### config.mk
export PLATFORM = sky130hd
export DESIGN_NAME = length_prefix_frame_decoder_flat
export DESIGN_NICKNAME = d
export VERILOG_FILES = /design/src/design/lpfd_pkg.sv /design/src/design/lpfd_if.sv /design/src/design/lpfd_cfg_regs.sv /design/src/design/lpfd_parse.sv /design/src/design/lpfd_out_reg.sv /design/src/design/length_prefix_frame_decoder.sv /design/src/flat_wrapper.sv
export SDC_FILE = /design/constraint.sdc
export NUM_CORES = 1
export LEC_CHECK = 0
export BUFFER_PORTS_ARGS = -buffer_cell sky130_fd_sc_hd__buf_4
export CORE_MARGIN = 2
export CORE_UTILIZATION = 50
export CTS_BUF_LIST = sky130_fd_sc_hd__clkbuf_8
export CTS_CLUSTER_DIAMETER = 100
export CTS_CLUSTER_SIZE = 30
export DETAILED_ROUTE_END_ITERATION = 12
export PLACE_DENSITY = 0.83
export RECOVER_POWER = 50
export SKIP_CTS_REPAIR_TIMING = 1
export SYNTH_ARGS = -nofsm -noshare
export SYNTH_HDL_FRONTEND = slang
export SYNTH_HIERARCHICAL = 1
export SYNTH_SLANG_ARGS = --single-unit
### constraint.sdc
create_clock -name clk -period 3.8 [get_ports clk]
set_clock_uncertainty 0.1 [all_clocks]
set_input_delay 0.57 -clock clk [delete_from_list [all_inputs] [get_ports clk]]
set_output_delay 0.57 -clock clk [all_outputs]
set_load 0.005 [all_outputs]
### src/design/lpfd_pkg.sv
// ----------------------------------------------------------------------------
// lpfd_pkg
// Shared types and constants of the length prefix frame decoder.
// ----------------------------------------------------------------------------
package lpfd_pkg;

	localparam int LEN_BITS_DEFAULT = 16;
	localparam int BYTE_W           = 8;
	localparam int PADDR_W          = 2;
	localparam int PDATA_W          = 32;

	localparam logic [BYTE_W-1:0]  SEPARATOR_RESET = 8'h21;
	localparam logic [BYTE_W-1:0]  CHAR_ZERO       = 8'h30;
	localparam logic [BYTE_W-1:0]  CHAR_NINE       = 8'h39;
	localparam logic [PADDR_W-1:0] ADDR_SEPARATOR  = 2'd0;

	typedef struct packed {
		logic [BYTE_W-1:0] out_byte;
		logic              has_data;
		logic              end_of_string;
		logic              format_error;
	} result_t;

endpackage

### src/design/lpfd_if.sv
// ----------------------------------------------------------------------------
// lpfd_in_if / lpfd_out_if
// Valid/ready channels carrying stream bytes in and decoded items out.
// ----------------------------------------------------------------------------
interface lpfd_in_if;
	import lpfd_pkg::*;
	logic              valid;
	logic              ready;
	logic [BYTE_W-1:0] in_byte;

	modport source (output valid, output in_byte, input ready);
	modport sink   (input valid, input in_byte, output ready);
endinterface

interface lpfd_out_if;
	import lpfd_pkg::*;
	logic              valid;
	logic              ready;
	logic [BYTE_W-1:0] out_byte;
	logic              has_data;
	logic              end_of_string;
	logic              format_error;

	modport source (output valid, output out_byte, output has_data, output end_of_string,
		output format_error, input ready);
	modport sink   (input valid, input out_byte, input has_data, input end_of_string,
		input format_error, output ready);
endinterface

### src/design/lpfd_cfg_regs.sv
// ----------------------------------------------------------------------------
// lpfd_cfg_regs
// APB register block holding the separator character.
// ----------------------------------------------------------------------------
module lpfd_cfg_regs (
	input  logic                          clk,
	input  logic                          arst_n,
	input  logic                          psel,
	input  logic                          penable,
	input  logic                          pwrite,
	input  logic [lpfd_pkg::PADDR_W-1:0]  paddr,
	input  logic [lpfd_pkg::PDATA_W-1:0]  pwdata,
	output logic [lpfd_pkg::PDATA_W-1:0]  prdata,
	output logic                          pready,
	output logic [lpfd_pkg::BYTE_W-1:0]   separator_char
);
	import lpfd_pkg::*;

	logic [BYTE_W-1:0] separator_q;
	logic              wr_sep;

	assign pready = 1'b1;
	assign wr_sep = psel && penable && pwrite && (paddr == ADDR_SEPARATOR);

	always_ff @(posedge clk or negedge arst_n) begin
		if (!arst_n) begin
			separator_q <= SEPARATOR_RESET;
		end else if (wr_sep) begin
			separator_q <= pwdata[BYTE_W-1:0];
		end
	end

	always_comb begin
		prdata = '0;
		unique case (paddr)
			ADDR_SEPARATOR: prdata = {{(PDATA_W-BYTE_W){1'b0}}, separator_q};
			default:        prdata = '0;
		endcase
	end

	assign separator_char = separator_q;
endmodule

### src/design/lpfd_parse.sv
// ----------------------------------------------------------------------------
// lpfd_parse
// Framing state and per-byte decode: length digits, separator, payload count.
// ----------------------------------------------------------------------------
module lpfd_parse #(
	parameter int LEN_BITS = lpfd_pkg::LEN_BITS_DEFAULT
) (
	input  logic                         clk,
	input  logic                         arst_n,
	input  logic                         step,
	input  logic [lpfd_pkg::BYTE_W-1:0]  in_byte,
	input  logic [lpfd_pkg::BYTE_W-1:0]  separator_char,
	output logic                         emit,
	output lpfd_pkg::result_t            result
);
	import lpfd_pkg::*;

	localparam int EXT_W = LEN_BITS + 4;

	logic                in_payload_q;
	logic [LEN_BITS-1:0] length_accum_q;
	logic [LEN_BITS-1:0] bytes_left_q;

	logic                in_payload_d;
	logic [LEN_BITS-1:0] length_accum_d;
	logic [LEN_BITS-1:0] bytes_left_d;

	logic                is_digit;
	logic                last;
	logic [EXT_W-1:0]    acc_ext;
	logic [EXT_W-1:0]    next_len;
	logic                overflow;

	assign is_digit = (in_byte >= CHAR_ZERO) && (in_byte <= CHAR_NINE);
	assign last     = (bytes_left_q <= LEN_BITS'(1));
	assign acc_ext  = EXT_W'(length_accum_q);
	// length*10 + digit as two shifts and adds
	assign next_len = (acc_ext << 3) + (acc_ext << 1) + EXT_W'(in_byte[3:0]);
	assign overflow = |next_len[EXT_W-1:LEN_BITS];

	always_comb begin
		in_payload_d   = in_payload_q;
		length_accum_d = length_accum_q;
		bytes_left_d   = bytes_left_q;
		emit           = 1'b0;
		result         = '0;
		if (in_payload_q) begin
			emit                 = 1'b1;
			result.out_byte      = in_byte;
			result.has_data      = 1'b1;
			result.end_of_string = last;
			if (last) begin
				bytes_left_d = '0;
				in_payload_d = 1'b0;
			end else begin
				bytes_left_d = bytes_left_q - LEN_BITS'(1);
			end
		end else if (in_byte == separator_char) begin
			if (length_accum_q == '0) begin
				emit                 = 1'b1;
				result.end_of_string = 1'b1;
			end else begin
				bytes_left_d   = length_accum_q;
				length_accum_d = '0;
				in_payload_d   = 1'b1;
			end
		end else if (is_digit && !overflow) begin
			length_accum_d = next_len[LEN_BITS-1:0];
		end else begin
			// bad length character or overflow
			length_accum_d      = '0;
			emit                = 1'b1;
			result.format_error = 1'b1;
		end
	end

	always_ff @(posedge clk or negedge arst_n) begin
		if (!arst_n) begin
			in_payload_q   <= 1'b0;
			length_accum_q <= '0;
			bytes_left_q   <= '0;
		end else if (step) begin
			in_payload_q   <= in_payload_d;
			length_accum_q <= length_accum_d;
			bytes_left_q   <= bytes_left_d;
		end
	end
endmodule

### src/design/lpfd_out_reg.sv
// ----------------------------------------------------------------------------
// lpfd_out_reg
// Result register driving the output channel.
// ----------------------------------------------------------------------------
module lpfd_out_reg (
	input  logic               clk,
	input  logic               arst_n,
	input  logic               load,
	input  lpfd_pkg::result_t  result,
	output logic               free,
	lpfd_out_if.source         out_ch
);
	import lpfd_pkg::*;

	logic    valid_s2;
	result_t result_s2;

	assign free = !valid_s2 || out_ch.ready;

	always_ff @(posedge clk or negedge arst_n) begin
		if (!arst_n) begin
			valid_s2 <= 1'b0;
		end else if (free) begin
			valid_s2 <= load;
		end
	end

	always_ff @(posedge clk) begin
		if (free && load) begin
			result_s2 <= result;
		end
	end

	assign out_ch.valid         = valid_s2;
	assign out_ch.out_byte      = result_s2.out_byte;
	assign out_ch.has_data      = result_s2.has_data;
	assign out_ch.end_of_string = result_s2.end_of_string;
	assign out_ch.format_error  = result_s2.format_error;
endmodule

### src/design/length_prefix_frame_decoder.sv
// ----------------------------------------------------------------------------
// length_prefix_frame_decoder
// Path: a byte accepted into the input register passes the decode step into
// the result register, where its result can be taken (input register, then
// result register). Throughput: one byte per cycle, set by the single decode
// step between the two registers; stalls only on output backpressure.
// Reset clears the framing state and both valid flags; separator returns to '!'.
// ----------------------------------------------------------------------------
module length_prefix_frame_decoder #(
	parameter int LEN_BITS = lpfd_pkg::LEN_BITS_DEFAULT
) (
	input  logic                         clk,
	input  logic                         arst_n,
	input  logic                         psel,
	input  logic                         penable,
	input  logic                         pwrite,
	input  logic [lpfd_pkg::PADDR_W-1:0] paddr,
	input  logic [lpfd_pkg::PDATA_W-1:0] pwdata,
	output logic [lpfd_pkg::PDATA_W-1:0] prdata,
	output logic                         pready,
	lpfd_in_if.sink                      in_ch,
	lpfd_out_if.source                   out_ch
);
	import lpfd_pkg::*;

	logic [BYTE_W-1:0] separator_char;
	logic              valid_s1;
	logic [BYTE_W-1:0] byte_s1;
	logic              out_free;
	logic              step;
	logic              emit;
	result_t           result;

	lpfd_cfg_regs u_cfg (
		.clk            (clk),
		.arst_n         (arst_n),
		.psel           (psel),
		.penable        (penable),
		.pwrite         (pwrite),
		.paddr          (paddr),
		.pwdata         (pwdata),
		.prdata         (prdata),
		.pready         (pready),
		.separator_char (separator_char)
	);

	// item in the input register moves on when the result register has room
	assign step        = valid_s1 && out_free;
	assign in_ch.ready = !valid_s1 || out_free;

	always_ff @(posedge clk or negedge arst_n) begin
		if (!arst_n) begin
			valid_s1 <= 1'b0;
		end else if (in_ch.ready) begin
			valid_s1 <= in_ch.valid;
		end
	end

	always_ff @(posedge clk) begin
		if (in_ch.ready && in_ch.valid) begin
			byte_s1 <= in_ch.in_byte;
		end
	end

	lpfd_parse #(
		.LEN_BITS (LEN_BITS)
	) u_parse (
		.clk            (clk),
		.arst_n         (arst_n),
		.step           (step),
		.in_byte        (byte_s1),
		.separator_char (separator_char),
		.emit           (emit),
		.result         (result)
	);

	lpfd_out_reg u_out (
		.clk    (clk),
		.arst_n (arst_n),
		.load   (step && emit),
		.result (result),
		.free   (out_free),
		.out_ch (out_ch)
	);
endmodule

### src/flat_wrapper.sv
// flat-port wrapper written by rule: the top's interface ports become plain ports
module length_prefix_frame_decoder_flat import lpfd_pkg::*;
#(
	parameter int LEN_BITS = lpfd_pkg::LEN_BITS_DEFAULT
)
  (clk, arst_n, psel, penable, pwrite, paddr, pwdata, prdata, pready, in_ch_valid, in_ch_in_byte, in_ch_ready, out_ch_valid, out_ch_out_byte, out_ch_has_data, out_ch_end_of_string, out_ch_format_error, out_ch_ready);
  lpfd_in_if in_ch_i ();
  lpfd_out_if out_ch_i ();
  input  logic clk;
  input  logic arst_n;
  input  logic psel;
  input  logic penable;
  input  logic pwrite;
  input  logic [lpfd_pkg::PADDR_W-1:0] paddr;
  input  logic [lpfd_pkg::PDATA_W-1:0] pwdata;
  output logic [lpfd_pkg::PDATA_W-1:0] prdata;
  output logic pready;
  input wire logic [$bits(in_ch_i.valid)-1:0] in_ch_valid;
  input wire logic [$bits(in_ch_i.in_byte)-1:0] in_ch_in_byte;
  output wire logic [$bits(in_ch_i.ready)-1:0] in_ch_ready;
  output wire logic [$bits(out_ch_i.valid)-1:0] out_ch_valid;
  output wire logic [$bits(out_ch_i.out_byte)-1:0] out_ch_out_byte;
  output wire logic [$bits(out_ch_i.has_data)-1:0] out_ch_has_data;
  output wire logic [$bits(out_ch_i.end_of_string)-1:0] out_ch_end_of_string;
  output wire logic [$bits(out_ch_i.format_error)-1:0] out_ch_format_error;
  input wire logic [$bits(out_ch_i.ready)-1:0] out_ch_ready;
  assign in_ch_i.valid = in_ch_valid;
  assign in_ch_i.in_byte = in_ch_in_byte;
  assign in_ch_ready = in_ch_i.ready;
  assign out_ch_valid = out_ch_i.valid;
  assign out_ch_out_byte = out_ch_i.out_byte;
  assign out_ch_has_data = out_ch_i.has_data;
  assign out_ch_end_of_string = out_ch_i.end_of_string;
  assign out_ch_format_error = out_ch_i.format_error;
  assign out_ch_i.ready = out_ch_ready;
  length_prefix_frame_decoder #(.LEN_BITS(LEN_BITS)) u_core (.clk(clk), .arst_n(arst_n), .psel(psel), .penable(penable), .pwrite(pwrite), .paddr(paddr), .pwdata(pwdata), .prdata(prdata), .pready(pready), .in_ch(in_ch_i), .out_ch(out_ch_i));
endmodule
==> results of run 1 <==
how the worst min path moves through the flow:
stage / startpoint / to / slack, ns / cells past startpoint
after detailed placement: u_core/u_parse/bytes_left_q[15] / u_core/u_parse/bytes_left_q[15] / 0.41 / 2
after global placement: u_core/u_parse/bytes_left_q[15] / u_core/u_parse/bytes_left_q[15] / 0.39 / 2
after floorplan: arst_n / u_core/u_cfg/separator_char[1] / 0.17 / 0
after global routing: in_ch_in_byte[1] / u_core/byte_s1[1] / 0.31 / 1
after CTS: arst_n / u_core/u_cfg/separator_char[6] / 0.13 / 1
final: in_ch_valid / u_core/valid_s1 / 0.33 / 2
power by group through the flow:
stage               clock network, mW  logic [mW]  registers (mW)
finish                          0.556       0.183           0.765
global route                    0.599       0.201           0.770
CTS                             0.567       0.191           0.766
detailed placement                  0       0.190           0.778
global placement                    0       0.182           0.777
floorplan                           0       0.122           0.772
layout make-up:
class,count,share of cell area (%)
Clock inverter,6,1.08
Tap cell,105,2.70
Sequential cell,62,33.9
Timing Repair Buffer,59,9.04
Inverter,14,1.08
Multi-Input combinational cell,361,49.3
Clock buffer,10,2.83
cells by family after synthesis:
| kind of cell | Yosys count | share of synthesized area (%) |
|---|---|---|
| xor gates and xnor gates | 20 | 4.08 |
| muxes | 10 | 2.60 |
| adders and majority gates | 35 | 10.6 |
| AOI/OAI and AO/OA | 118 | 17.7 |
| and+or+nand+nor | 153 | 19.1 |
| DFF | 62 | 38.4 |
| other | 2 | 0.175 |
| buffers and inverters | 55 | 7.35 |
registers in the layout (all words and copies together), names as in the netlist:
| signal | flops |
|---|---|
| u_core/byte_s1 | 8 |
| u_core/u_parse/length_accum_q | 16 |
| u_core/u_parse/bytes_left_q | 16 |
| u_core/u_out/out_ch.format_error | 1 |
| u_core/valid_s1 | 1 |
| u_core/u_parse/in_payload_q | 1 |
| u_core/u_out/out_ch.out_byte | 8 |
| u_core/u_out/out_ch.valid | 1 |
| u_core/u_cfg/separator_char | 8 |
| u_core/u_out/out_ch.has_data | 1 |
| u_core/u_out/out_ch.end_of_string | 1 |
metrics by stage:
step                area [um2]  util (%)  setup slack (ns)
global route              4860      58.8           -0.0174
detailed placement        4680      56.7             0.117
global placement          4680      56.7             0.189
CTS                       4870      59.0            0.0422
finish                    4860      58.8             0.107
floorplan                 4380         -             0.390
per-layer routing:
metal  GRT usage [%]  vias to the layer above
met2            36.1                      167
met4            8.88                        0
li1                -                     1698
met5               0                        -
met3            4.70                       27
met1            26.8                     1714
cells in the mapped netlist (all sizes together) (2+ instances only):
library cell | number | area [um2]
inv | 13 | 48.8
a22oi | 6 | 45.0
conb | 2 | 7.51
and3 | 3 | 18.8
fa | 2 | 40.0
mux2 | 9 | 101
dfrtp | 41 | 1030
o211ai | 8 | 60.1
nor4 | 11 | 68.8
nor3b | 2 | 15.0
o21ai | 54 | 308
a21oi | 28 | 148
and2 | 18 | 128
xor2 | 11 | 96.3
nand2 | 35 | 131
edfxtp | 19 | 571
nor3 | 18 | 90.1
nand2b | 9 | 71.3
xnor2 | 9 | 78.8
a21o | 2 | 15.0
or3 | 2 | 12.5
o2111ai | 2 | 23.8
nand4 | 7 | 58.8
nor2 | 34 | 135
dfstp | 2 | 52.6
o31ai | 3 | 22.5
or4 | 2 | 15.0
ha | 33 | 413
buf | 29 | 216
a211o | 2 | 17.5
clkbuf | 12 | 46.3
nand3 | 8 | 40.0
o21a | 2 | 15.0
a211oi | 3 | 22.5
critical path, delay by kind of cell, from the launching register on:
| kind | cells | cell delay, ns |
|---|---|---|
| multiplexers | 1 | 0.41 |
| flip-flops | 1 | 0.38 |
| AND/OR/NAND/NOR | 1 | 0.53 |
| buffers and inverters | 3 | 0.37 |
| AO/OA/AOI/OAI | 5 | 0.91 |
| adder cells (fa/ha/maj) | 2 | 0.90 |
==> results.json, run 1 <==
{
  "status": "complete, but fails checks",
  "violated_checks": "capacitance limit, slew limit",
  "worst_ep_required_time_ns": 3.96,
  "portBuffers": 45,
  "p_comb_share_pct": 12.2,
  "fp-row-count": 33,
  "timing.critical_path.fanout_max": 11,
  "synth_enable_flop_cells": 19,
  "floorplan.core_area_mm2": 0.00826,
  "detailroute.wirelength.met3_um": 754,
  "cellPowerDensity_mw_per_mm2": 310,
  "dr_total_vias": 3606,
  "timing.reg2reg.worst_path_depth": 12,
  "cts.reportedPaths.clkPinSlew_ns": 0.06,
  "crit_path_end_kind": "register",
  "wire_length_of_the_first_global_routing_pass_um": 16500,
  "postSynthRegisterBits": 62,
  "clock_network_power_share_pct": 37.0,
  "synth_top_flop_cell": "dfrtp_1",
  "drcViolationCount": 0,
  "slew_viol_final": 44,
  "initial_core_util_pct": 52.0,
  "min_period_over_period_pct": 97.2,
  "fill_cells": 686,
  "sequential_area_mm2": 0.00165,
  "max-vdd-ir-drop_uv": 212,
  "finalSetupViolCount": 0,
  "tritoncts_clock_tree": "built",
  "seqPwrFrac_pct": 50.9,
  "die-width_um": 96.6,
  "switchingPower_mw": 0.364,
  "largest_net_degree_at_the_start_of_global_routing": 44,
  "gp_congestion": 0.923,
  "clk_root_buffer_cell": "clkbuf_8",
  "area_delta_synth_final_pct": 13.2,
  "detailed_router_iteration_count_before_antenna_repair": 5,
  "seq_area_frac_synth_pct": 38.4,
  "routed_via_density": 5.84,
  "reported_leakage_power_nw": 2.24,
  "grt_antenna_before_repair": 0,
  "syn-mean-instance-area_um2": 9.43,
  "setup.reg_to_reg.worst_slack_ns": 0.11,
  "crit_path_start_kind": "register",
  "timing.setup.critical_path_class": "reg -> reg",
  "detail_route.wirelength_um": 9990,
  "num_antenna_cells": 0,
  "final_cell_mix": "buf_4 (49), dfrtp_1 (41), o21ai_0 (39), nand2_1 (35), nor2_1 (34)",
  "wl_met1_um": 3950,
  "cts_buffer_depth": 2,
  "sw_frac_of_total_pct": 24.2,
  "startpoint": "u_core/byte_s1[3]",
  "design_power_total_mw": 1.50,
  "timing.slew.headroom_pct": -59.3,
  "design.die.area_mm2": 0.00934,
  "cp.arrival_ns": 3.85,
  "cp_slowest_stage_delay_ns": 0.59,
  "numCtsBuffers": 9,
  "boundaryPins": 95,
  "critical_path_cell_list": "inv_1, fa_1, inv_1, ha_1, a211oi_2, o21bai_2, o2111ai_2, o211ai_1, mux2_2, or4_1, buf_4, o21ai_0",
  "groute.usage.overall_pct": 21.5,
  "synth.distinct_cells": 61,
  "clk_latency_ns": 0.34,
  "maxClockFrequency_ghz": 0.271,
  "post_synth_instance_area_mm2": 0.00429,
  "fin_tns_setup_ns": 0,
  "timing_worst_slew_pin_value_ns": 2.39,
  "top_signal_layer_used": "met4",
  "dp_cells": 600,
  "yosys_warnings": 6,
  "drive_above_1_share_pct": 22.1,
  "timing.critical_path.to": "u_core/u_parse/length_accum_q[10]",
  "cp_common_cell": "inv_1",
  "r2r_end": "u_core/u_parse/length_accum_q[10]",
  "hold-worst-slack_ns": 0.329,
  "final_nets": 591,
  "number_of_global_route_vias_before_repair": 3424,
  "die_h_um": 96.6,
  "wl_met2_um": 5000,
  "worst_r2r_startpoint": "u_core/byte_s1[3]",
  "detailedRoute.firstIterationViolations": 289,
  "route.detailed.wl_per_inst_um": 16.2,
  "cts_htree_levels": 3,
  "internal_dissipation_mw": 1.14,
  "mostFrequentLayoutCell": "buf_4",
  "final-hold-violation-count": 0,
  "tritoncts_num_sinks": 62,
  "antenna_left": 0,
  "globalRouteOverflowTotal": 0,
  "layout_min_cycle_time_ns": 3.69,
  "crit_path_top_delay_cell": "fa_1",
  "netlist_instances": 455,
  "hpwlAfterDp_um": 7480,
  "worstHoldPathType": "in -> reg",
  "final-instance-count-excl-fill": 617,
  "multi_input_area_mm2": 0.00240,
  "max_capacitance_violation_count": 1,
  "synth_async_sr_flop_share_pct": 69.4
}
Note: power is estimated with default switching activity, not from simulation.
==> inputs of run 2 (changes only) <==
Settings changed: ABC_AREA from default to 1, PLACE_DENSITY 0.83 to 0.82.
==> results.json, run 2 <==
{
  "gp_congestion": 0.929,
  "min_period_over_period_pct": 93.0,
  "cp_common_cell": "nand2_1",
  "floorplan.core_area_mm2": 0.00928,
  "route.detailed.wl_per_inst_um": 13.0,
  "postSynthRegisterBits": 62,
  "fill_cells": 817,
  "crit_path_start_kind": "register",
  "timing_worst_slew_pin_value_ns": 2.29,
  "slew_viol_final": 44,
  "tritoncts_num_sinks": 62,
  "crit_path_end_kind": "register",
  "worst_r2r_startpoint": "u_core/byte_s1[3]",
  "synthAdderAreaFrac_pct": 9.43,
  "hpwlAfterDp_um": 8300,
  "drive_above_1_share_pct": 15.4,
  "hold-worst-slack_ns": 0.316,
  "seq_area_frac_synth_pct": 34.3,
  "clk_root_buffer_cell": "clkbuf_8",
  "largest_net_degree_at_the_start_of_global_routing": 44,
  "design.die.area_mm2": 0.0104,
  "fp-row-count": 35,
  "syn-mean-instance-area_um2": 7.36,
  "detailed_router_iteration_count_before_antenna_repair": 5,
  "die-width_um": 102,
  "groute.usage.overall_pct": 21.4,
  "yosys.area.top_type_share_pct": 21.4,
  "synth_enable_flop_cells": 19,
  "cp_slowest_stage_delay_ns": 0.53,
  "reg.largest.list": "u_core/u_parse/bytes_left_q: 16 flops, u_core/u_parse/length_accum_q: 16 flops",
  "cts.reportedPaths.clkPinSlew_ns": 0.09,
  "pre_cts_ws_ns": 0.349,
  "timing.final.ws_setup_ns": 0.267,
  "boundaryPins": 95,
  "cts_htree_levels": 3,
  "critical_path_buf_inv_count": 5,
  "synth_mux_area_share_pct": 0,
  "max-vdd-ir-drop_uv": 249,
  "r2r_end": "u_core/u_out/out_ch.format_error",
  "worstHoldPathCells": 1,
  "worst_hold_path.endpoint": "u_core/byte_s1[6]",
  "number_of_global_route_vias_before_repair": 3932,
  "antenna_left": 0,
  "numCtsBuffers": 9,
  "synth_top_flop_cell": "dfrtp_1",
  "min_from": "in_ch_in_byte[6]",
  "status": "complete, but fails checks",
  "crit_path_top_delay_cell": "fa_1",
  "dp_cells": 816,
  "detailedRoute.firstIterationViolations": 234,
  "crit_path_max_delay_family": "simple AND/OR/NAND/NOR gates",
  "routed_via_density": 5.05,
  "layout_min_cycle_time_ns": 3.53,
  "final_cell_mix": "nand2_1 (214), inv_1 (75), nor2_1 (63), nand3_1 (42), dfrtp_1 (41)",
  "drcViolationCount": 0,
  "timing.setup.critical_path_class": "reg -> reg",
  "dr_total_vias": 4204,
  "violated_checks": "capacitance limit, slew limit",
  "worstHoldPathType": "in -> reg",
  "final-hold-violation-count": 0,
  "synth_top_family_by_area": "simple AND/OR/NAND/NOR gates",
  "grt_antenna_before_repair": 0,
  "post-synth-top-area-cell": "dfrtp_1",
  "setup.reg_to_reg.worst_slack_ns": 0.27,
  "ys_top_cells_by_count": "nand2_1 (213), inv_1 (75), nor2_1 (62)",
  "detail_route.wirelength_um": 10800,
  "area_delta_synth_final_pct": 11.6,
  "reported_leakage_power_nw": 2.99,
  "clk_latency_ns": 0.34,
  "finalSetupViolCount": 0,
  "timing.slew.headroom_pct": -52.5,
  "dominant_cell_by_count_in_the_synthesized_netlist": "nand2_1",
  "critical_path_cell_list": "inv_1, fa_1, fa_1, inv_1, nand3_1, nand2_2, nand2_1, nand2_2, nand2_1, nand2_1, nand2_1, nand2_4, nor2_8, nand2_1, nand2_1, nand2_1, inv_1, nor2_2, inv_1, a21oi_1, buf_4",
  "synth_async_sr_flop_share_pct": 69.4,
  "synth-xor-area-share_pct": 5.11,
  "tritoncts_clock_tree": "built",
  "cts_buffer_depth": 2,
  "wire_length_of_the_first_global_routing_pass_um": 17800,
  "max_capacitance_violation_count": 1,
  "synth_compound_gate_area_share_pct": 4.92,
  "num_antenna_cells": 0,
  "cellPowerDensity_mw_per_mm2": 532,
  "post_synth_instance_area_mm2": 0.00480,
  "final_nets": 782,
  "globalRouteOverflowTotal": 0,
  "timing.reg2reg.worst_path_depth": 21,
  "rsz0062_at_grt": "no",
  "final-instance-count-excl-fill": 832,
  "initial_core_util_pct": 51.7,
  "mostFrequentLayoutCell": "nand2_1",
  "cp.arrival_ns": 3.48,
  "die_h_um": 102,
  "synth.area.top_cells": "dfrtp_1 (21%), nand2_1 (17%), edfxtp_1 (12%)",
  "netlist_instances": 653,
  "yosys.area_share.simple_pct": 33.9,
  "fin_tns_setup_ns": 0,
  "yosys_warnings": 6,
  "timing.critical_path.fanout_max": 11,
  "synth.distinct_cells": 42,
  "worst_ep_required_time_ns": 3.75,
  "maxClockFrequency_ghz": 0.283,
  "portBuffers": 45
}
-- run 2: cell count changes in the layout (fill, tap and decap cells not counted), sizes merged, moves of 10 or more --
cell | previous run | this run
nand2 | 35 | 229
inv | 14 | 85
nor2 | 34 | 73
nand3 | 8 | 46
o21ai | 54 | 24
and2 | 18 | 1
buf | 49 | 35
nor3 | 18 | 5
a21oi | 28 | 17
nor4 | 11 | 1
-- run 2: worst max path at each step --
| stage | startpoint | endpoint | slack (ns) | cells after the start |
|---|---|---|---|---|
| floorplan | u_core/byte_s1[3] | u_core/u_out/out_ch.end_of_string | 0.33 | 20 |
| global placement | u_core/byte_s1[3] | u_core/u_out/out_ch.out_byte[6] | 0.40 | 21 |
| finish | u_core/byte_s1[3] | u_core/u_out/out_ch.format_error | 0.27 | 21 |
| CTS | u_core/byte_s1[3] | u_core/u_out/out_ch.out_byte[6] | 0.27 | 21 |
| detailed placement | u_core/byte_s1[3] | u_core/u_out/out_ch.out_byte[7] | 0.35 | 21 |
| global route | u_core/byte_s1[3] | u_core/u_out/out_ch.out_byte[3] | 0.02 | 21 |
-- run 2: logic make-up after synthesis --
| kind of cell | after synthesis |
|---|---|
| adders and majority gates | 35 |
| xor gates and xnor gates | 28 |
| AOI/OAI and AO/OA | 44 |
| DFF | 62 |
| buffers and inverters | 119 |
| other | 2 |
| and+or+nand+nor | 363 |
-- run 2: power breakdown --
group	internal (mW)	total, mW	switching, mW
sequential	0.826	0.965	0.139
clock	0.447	0.737	0.290
combinational	0.448	1.15	0.702
total	1.72	2.85	1.13
-- run 2: final cells by class --
type / count / area (um2) / area share, %
flip-flops and latches: 62 / 1650 / 30.8
inverters: 82 / 308 / 5.74
clock inverters: 7 / 128 / 2.38
well taps: 129 / 161 / 3.01
clock buffers: 9 / 124 / 2.31
multi-input cells: 495 / 2630 / 49.1
repair buffers: 48 / 357 / 6.65
-- run 2: per-layer routing --
| layer | track usage, % | part of all wire [%] | vias to the layer above |
|---|---|---|---|
| met3 | 3.63 | 4.4 | 22 |
| li1 | - | - | 2085 |
| met4 | 8.51 | 2.1 | 0 |
| met2 | 35.6 | 51 | 139 |
| met5 | 0 | 0 | - |
| met1 | 27.9 | 43 | 1958 |
-- run 2: through the flow --
step	total power, mW	utilization (%)	instance area, um2
floorplan	1.87	-	4890
global placement	2.07	55.3	5140
detailed placement	2.11	55.3	5140
CTS	2.85	58.0	5390
global route	3.09	57.7	5360
finish	2.85	57.7	5360
